File: config.mk
export PLATFORM = sky130hd
export DESIGN_NAME = pcc_ctrl
export DESIGN_NICKNAME = d
export VERILOG_FILES = /design/src/hw/rtl/pcc_pkg.sv /design/src/hw/rtl/pcc_ctrl.sv
export SDC_FILE = /design/constraint.sdc
export NUM_CORES = 1
export LEC_CHECK = 0
export ABC_AREA = 0
export ABC_CLOCK_PERIOD_IN_PS = 2800
export BUFFER_PORTS_ARGS = -buffer_cell sky130_fd_sc_hd__buf_2
export CAP_MARGIN = 15
export CORE_AREA = 5 5 42 44
export CTS_CLUSTER_DIAMETER = 150
export DETAILED_ROUTE_END_ITERATION = 16
export DIE_AREA = 0 0 47 49
export GPL_ROUTABILITY_DRIVEN = 0
export PLACE_DENSITY = 0.71
export SYNTH_ARGS = -nofsm -noshare
export SYNTH_HDL_FRONTEND = slang
export SYNTH_SLANG_ARGS = --single-unit
File: constraint.sdc
create_clock -name clk -period 2.8 [get_ports clk]
set_input_delay 0.56 -clock clk [delete_from_list [all_inputs] [get_ports clk]]
set_output_delay 0.56 -clock clk [all_outputs]
set_load 0.01 [all_outputs]
File: src/hw/rtl/pcc_pkg.sv
// Shared types and constants for the palette color cycler.
// No dependencies; imported by every module of the block.
package pcc_pkg;

    localparam int PALETTE_MAX = 8;
    localparam int IDX_W       = $clog2(PALETTE_MAX);
    localparam int COUNT_W     = 4;
    localparam int PAIR_W      = 48;
    localparam int PAIR_N      = PALETTE_MAX / 2;
    localparam int TICK_W      = 32;
    localparam int CHAN_W      = 8;
    localparam int OUT_W       = 6 * CHAN_W;
    localparam int CFG_IDX_W   = 3;

    // Register indexes of the configuration port
    localparam logic [CFG_IDX_W-1:0] REG_COUNT = 3'd0;
    localparam logic [CFG_IDX_W-1:0] REG_STEP  = 3'd1;
    localparam logic [CFG_IDX_W-1:0] REG_PAIR0 = 3'd2;
    localparam logic [CFG_IDX_W-1:0] REG_PAIR1 = 3'd3;
    localparam logic [CFG_IDX_W-1:0] REG_PAIR2 = 3'd4;
    localparam logic [CFG_IDX_W-1:0] REG_PAIR3 = 3'd5;

    typedef struct packed {
        logic [COUNT_W-1:0]             count;
        logic [TICK_W-1:0]              step;
        logic [PAIR_N-1:0][PAIR_W-1:0]  pair;
    } pcc_cfg_t;

    // Controller commands; at most one is high in any cycle
    typedef struct packed {
        logic take;
        logic mul;
        logic upd;
        logic walk;
        logic sqr;
        logic ease;
        logic blend;
        logic range;
        logic num;
        logic div;
        logic out_load;
    } pcc_cmd_t;

endpackage

File: src/hw/rtl/pcc_ctrl.sv
// Sequencing controller for the palette color cycler.
// Depends on pcc_pkg; drives the command struct of pcc_dpath.
module pcc_ctrl (
    input  logic              clk,
    input  logic              rst_n,
    input  logic              s_tvalid,
    output logic              s_tready,
    output logic              m_tvalid,
    input  logic              m_tready,
    output pcc_pkg::pcc_cmd_t cmd
);
    import pcc_pkg::*;

    localparam logic [3:0] ST_IDLE  = 4'd0;
    localparam logic [3:0] ST_MUL   = 4'd1;
    localparam logic [3:0] ST_UPD   = 4'd2;
    localparam logic [3:0] ST_WALK  = 4'd3;
    localparam logic [3:0] ST_SQR   = 4'd4;
    localparam logic [3:0] ST_EASE  = 4'd5;
    localparam logic [3:0] ST_BLEND = 4'd6;
    localparam logic [3:0] ST_RANGE = 4'd7;
    localparam logic [3:0] ST_NUM   = 4'd8;
    localparam logic [3:0] ST_DIV   = 4'd9;
    localparam logic [3:0] ST_DONE  = 4'd10;

    localparam int DIV_STEPS = CHAN_W;

    logic [3:0]                   state_reg, state_next;
    logic [$clog2(DIV_STEPS)-1:0] div_cnt_reg, div_cnt_next;
    logic                         out_valid_reg, out_valid_next;

    assign s_tready = (state_reg == ST_IDLE);
    assign m_tvalid = out_valid_reg;

    always_comb
    begin
        state_next     = state_reg;
        div_cnt_next   = div_cnt_reg;
        out_valid_next = out_valid_reg;
        cmd            = '0;
        if (out_valid_reg && m_tready)
        begin
            out_valid_next = 1'b0;
        end
        case (state_reg)
            ST_IDLE:
            begin
                if (s_tvalid)
                begin
                    cmd.take   = 1'b1;
                    state_next = ST_MUL;
                end
            end
            ST_MUL:
            begin
                cmd.mul    = 1'b1;
                state_next = ST_UPD;
            end
            ST_UPD:
            begin
                cmd.upd    = 1'b1;
                state_next = ST_WALK;
            end
            ST_WALK:
            begin
                cmd.walk   = 1'b1;
                state_next = ST_SQR;
            end
            ST_SQR:
            begin
                cmd.sqr    = 1'b1;
                state_next = ST_EASE;
            end
            ST_EASE:
            begin
                cmd.ease   = 1'b1;
                state_next = ST_BLEND;
            end
            ST_BLEND:
            begin
                cmd.blend  = 1'b1;
                state_next = ST_RANGE;
            end
            ST_RANGE:
            begin
                cmd.range  = 1'b1;
                state_next = ST_NUM;
            end
            ST_NUM:
            begin
                cmd.num      = 1'b1;
                div_cnt_next = '1;
                state_next   = ST_DIV;
            end
            ST_DIV:
            begin
                cmd.div      = 1'b1;
                div_cnt_next = div_cnt_reg - 1'b1;
                if (div_cnt_reg == '0)
                begin
                    state_next = ST_DONE;
                end
            end
            ST_DONE:
            begin
                // hold the result until the output register is free
                if (!out_valid_reg || m_tready)
                begin
                    cmd.out_load   = 1'b1;
                    out_valid_next = 1'b1;
                    state_next     = ST_IDLE;
                end
            end
            default:
            begin
                state_next = ST_IDLE;
            end
        endcase
    end

    always_ff @(posedge clk or negedge rst_n)
    begin
        if (!rst_n)
        begin
            state_reg     <= ST_IDLE;
            div_cnt_reg   <= '0;
            out_valid_reg <= 1'b0;
        end
        else
        begin
            state_reg     <= state_next;
            div_cnt_reg   <= div_cnt_next;
            out_valid_reg <= out_valid_next;
        end
    end

    a_cmd_onehot: assert property (@(posedge clk) disable iff (!rst_n)
        $onehot0(cmd))
        else $error("more than one datapath command active");

    a_load_free: assert property (@(posedge clk) disable iff (!rst_n)
        cmd.out_load |-> (!out_valid_reg || m_tready))
        else $error("output register overwritten before taken");

    a_load_valid: assert property (@(posedge clk) disable iff (!rst_n)
        cmd.out_load |=> m_tvalid)
        else $error("loaded result not presented");

    a_div_end: assert property (@(posedge clk) disable iff (!rst_n)
        (state_reg == ST_DIV && div_cnt_reg == '0) |=> (state_reg == ST_DONE))
        else $error("divider did not finish after its last step");

endmodule

---- Word-level counts from Yosys, hierarchy flattened ----
Index checks and enable logic that the tools add are counted.
word-level totals
  flip-flop bits (word level) ............. 8
  output and inout port bits .............. 13
  logic and storage cells ................. 45
cells by class
  add/subtract/negate cells ............... 1
  equal/unequal tests ..................... 13
  mux-type cells .......................... 21
  reductions and logical operators ........ 7
operator list
  kind                                                                number
  4-bit one-hot mux with 11 select lines                              1
  4-bit by 3-bit == test with 1-bit output, second input constant     4
  1-bit two-way mux                                                   16
  4-bit == test, second input constant                                3
  4-bit two-way mux                                                   3
  4-bit by 2-bit == test with 1-bit output, second input constant     2
  2-bit != test, second input constant                                3
  3-bit one-hot mux with 2 select lines                               1
  4-bit by 1-bit == test with 1-bit output, second input constant     1
  4-bit logical NOT                                                   1
  3-bit logical NOT                                                   1
  3-bit AND reduction                                                 1
  3-bit by 1-bit subtractor with 3-bit output, second input constant  1
  2-bit nonzero test                                                  1
  1-bit logical AND                                                   1
  1-bit logical NOT                                                   1
  1-bit logical OR                                                    1

---- Longest topological paths before layout ----
  depth in word-level cells ............... 4
  gate-level depth with buffers ........... 6

---- Least setup slack after synthesis ----
Ideal clock, no wire load.
  path kind ............................... register to output
  start ................................... register state_reg[2]
  end ..................................... output cmd[10] in the netlist's numbering
  arrival ................................. 1083 ps
  path slack .............................. 1157 ps
  cell stages (with the launch flop) ...... 4
  buffers on the path ..................... 1
  cell sequence ........................... dfrtp_1 -> buf_6 -> nor4_4 -> and2_1
RTL lines
  element                 line             source
  start, declared         pcc_ctrl.sv:28   logic [3:0] state_reg, state_next;
  start signal, assigned  pcc_ctrl.sv:131  state_reg <= state_next;
  end, declared           pcc_ctrl.sv:10   output pcc_pkg::pcc_cmd_t cmd

==> results.cfg <==
[detailed_routing]
vias_per_cell = 5.023
routed_wirelength_um = 1028
remaining_drc_errors = 0
avgRoutedWirePerCell_um = 11.82
num_vias = 437
detailedRoute.firstIterationViolations = 3
drt_first_pass_iters = 4
number_of_antenna_violating_nets_in_the_routed_design = 0

[power]
p_leak_nw = 0.3180
pwr-share-seq_pct = 41.1
clockPowerShare_pct = 11.4
swShare_pct = 45.75
vdd_ir_drop_max_mv = 0.5036
internal-power_mw = 0.3920
total_power_mw = 0.7226
cellPowerDensity_mw_per_mm2 = 1162
netSwitchingPower_mw = 0.3306
p_comb_share_pct = 47.5

[setup_path]
critical_path_source = state_reg[0]$_DFFE_PN0P_
worst-r2r-cell-count = 3
crit_family = simple AND/OR/NAND/NOR gates
worstSetupPathDepth = 3
worstPathMaxFanout = 12
slowest_delay_ns = 0.54
worst-endpoint-arrival_ns = 1.50
critPathCaptureType = primary output
worst-endpoint-required_ns = 2.24
timing.critical_path.cells = nand2b_1, nor3b_1, buf_2
setup.reg_to_reg.worst_slack_ns = 1.46
rr_endpoint = div_cnt_reg[0]$_DFFE_PN0P_
critPathSlowestCell = dfrtp_1
endpoint = cmd[0]
critPathBufInv = 1
critical_path.reg2reg.startpoint = state_reg[3]$_DFFE_PN0P_
setup.worst_path.start_class = flip-flop
criticalPathCategory = reg2out

[cts]
cts.repair.resized = 0
worst_skew_pair.late_latency_ns = 0.24
ctsHtreeMaxLevel = 1
sink_count = 8
clk_root_buffer_cell = clkbuf_4
holdBufCountCts = 0
cts_buffers = 3
clk_transition_reported_paths_ns = 0.05
cts_tree = yes
buffers_from_clock_root_to_sink_at_most = 2
post-cts-setup-buffers = 0

[sta]
tightestPinTransition_ns = 0.4800
slew_violations = 0
timing_hold_violations_final = 0
rsz0062_at_grt = false
final_min_period_over_clock_period_pct = 73.60
tns_ns = 0
max_slew_headroom_pct = 68.00
setup_viol = 0
clock.fmax_ghz = 0.4852
fin_crit_ns = 2.061
setup_ws_ns = 0.7391
clock_skew_ns = 0.004439

[synth]
post-synth-top-area-fraction_pct = 37.47
syn-mean-instance-area_um2 = 9.540
synth_sequential_area_ratio_pct = 37.47
netlist_top_cells_area = dfrtp_1 37%, nor3_1 5.6%, nor2_1 5.6%
synth.yosys.warnings = 0
synthesis.area_um2 = 534.3
synth_top_cell_by_area = dfrtp_1
syn_inst = 56
ys_types = 26
synth_register_bits = 8
mappedNetlistNets = 62

[floorplan]
design.die.area_mm2 = 0.002303
die_height_um = 49
top_level_ports = 17
fp_rows = 14
placeableCoreArea_mm2 = 0.001401
initial_util_pct = 38.12
die_w_um = 47

[min_path]
hold_class = in2async

[global_routing]
initial_antenna_violation_count = 0
maximum_number_of_pins_on_one_net_before_global_route_repair = 13
first_pass_grt_wire_length_um = 1911
globalRouteOverflowTotal = 0
global_route.usage.total_pct = 11.46
vias_in_the_first_global_route = 442

[final_layout]
fin_cells = 87
drive_gt1_share_pct = 33.80
num-nets-final = 79
largest_reg_flops = 4
area.growth.synth_to_final_pct = 16.39
antenna_cells_inserted = 0

[place]
placedCellCount = 84
numPortBuffers = 16
placement.setup.worst_slack_ns = 1.015
detailed_place_hpwl_um = 784.8

[run_status]
result_of_the_run = completed

[run]
cap_violations = 0
==> power groups by stage <==
stage / sequential, mW / combinational (mW) / clock [mW]
2_1_floorplan: 0.204 / 0.373 / 0
3_3_place_gp: 0.296 / 0.342 / 0
3_5_place_dp: 0.301 / 0.347 / 0
4_1_cts: 0.299 / 0.349 / 0.0865
5_1_grt: 0.314 / 0.387 / 0.0957
6_report: 0.297 / 0.343 / 0.0821
==> synth_stat cells <==
library cell  n
nand2b_1      3
dfrtp_1       8
nor3_1        6
inv_1         4
o21ai_0       2
ha_1          2
buf_4         1
nand2_1       1
buf_6         2
o22ai_1       1
o21ai_1       1
and2_1        1
nand3_1       1
nor4_4        1
xor2_1        1
o21a_1        2
nand2_2       1
nand2b_4      2
buf_2         1
nor3b_1       1
nor3b_4       1
a21o_1        1
o211a_1       1
o22a_1        1
a31oi_1       2
nor2_1        8
==> cells in the final DEF, fill, tap and decap left out <==
cell type / n
a31oi_1: 2
nor2_1: 8
nand2b_4: 2
clkbuf_4: 3
o22a_1: 1
buf_2: 16
dfrtp_1: 8
nand2_1: 1
nand3_1: 1
nor4_4: 1
o21a_1: 2
xor2_1: 1
o21ai_1: 1
nand2_2: 1
inv_1: 4
and2_1: 1
o21ai_0: 2
nor3b_1: 1
ha_1: 2
o22ai_1: 1
nor3_1: 6
a21o_1: 1
nor3b_4: 1
o211a_1: 1
nand2b_1: 3
==> final cells by class <==
type	count	area, um^2
fillers	154	779.5
multi-input cells	40	284.0
well taps	16	20.02
flip-flops and latches	8	200.2
repair buffers	16	80.08
inverters	4	15.01
clock buffers	3	22.52
==> metal layers <==
metal	vias up	part of all wire, %	GRT usage, %
li1	222	-	-
met5	-	0	0
met1	205	44	13.41
met3	0	4.3	4.797
met4	0	0	4.147
met2	10	51	18.10
==> cells by family (layout without fill, tap and decap cells) <==
family / after synthesis / after routing / share of synthesized area, %
xor gates and xnor gates: 1 / 1 / 1.640
adders and majority gates: 2 / 2 / 4.683
and+or+nand+nor: 26 / 26 / 32.79
AOI/OAI and AO/OA: 11 / 11 / 14.05
buffers and inverters: 8 / 23 / 9.366
DFF: 8 / 8 / 37.47
==> worst min path at each step <==
stage,endpoint,from,slack [ns],depth (start not counted)
2_1_floorplan,div_cnt_reg[0]$_DFFE_PN0P_,rst_n,0.26,0
3_3_place_gp,m_tvalid$_DFF_PN0_,rst_n,0.41,1
3_5_place_dp,m_tvalid$_DFF_PN0_,rst_n,0.41,1
4_1_cts,state_reg[2]$_DFFE_PN0P_,rst_n,0.14,1
5_1_grt,m_tvalid$_DFF_PN0_,rst_n,0.14,1
6_report,m_tvalid$_DFF_PN0_,rst_n,0.14,1
==> stage by stage <==
step	util [%]	area (um^2)	hold slack [ns]
3_3_place_gp	42.77	599.3	0.4094
3_5_place_dp	42.77	599.3	0.4069
2_1_floorplan	-	534.3	0.2644
4_1_cts	44.38	621.8	0.1427
5_1_grt	44.38	621.8	0.1388
6_report	44.38	621.8	0.1432
Note: power is estimated with default switching activity, not from simulation.
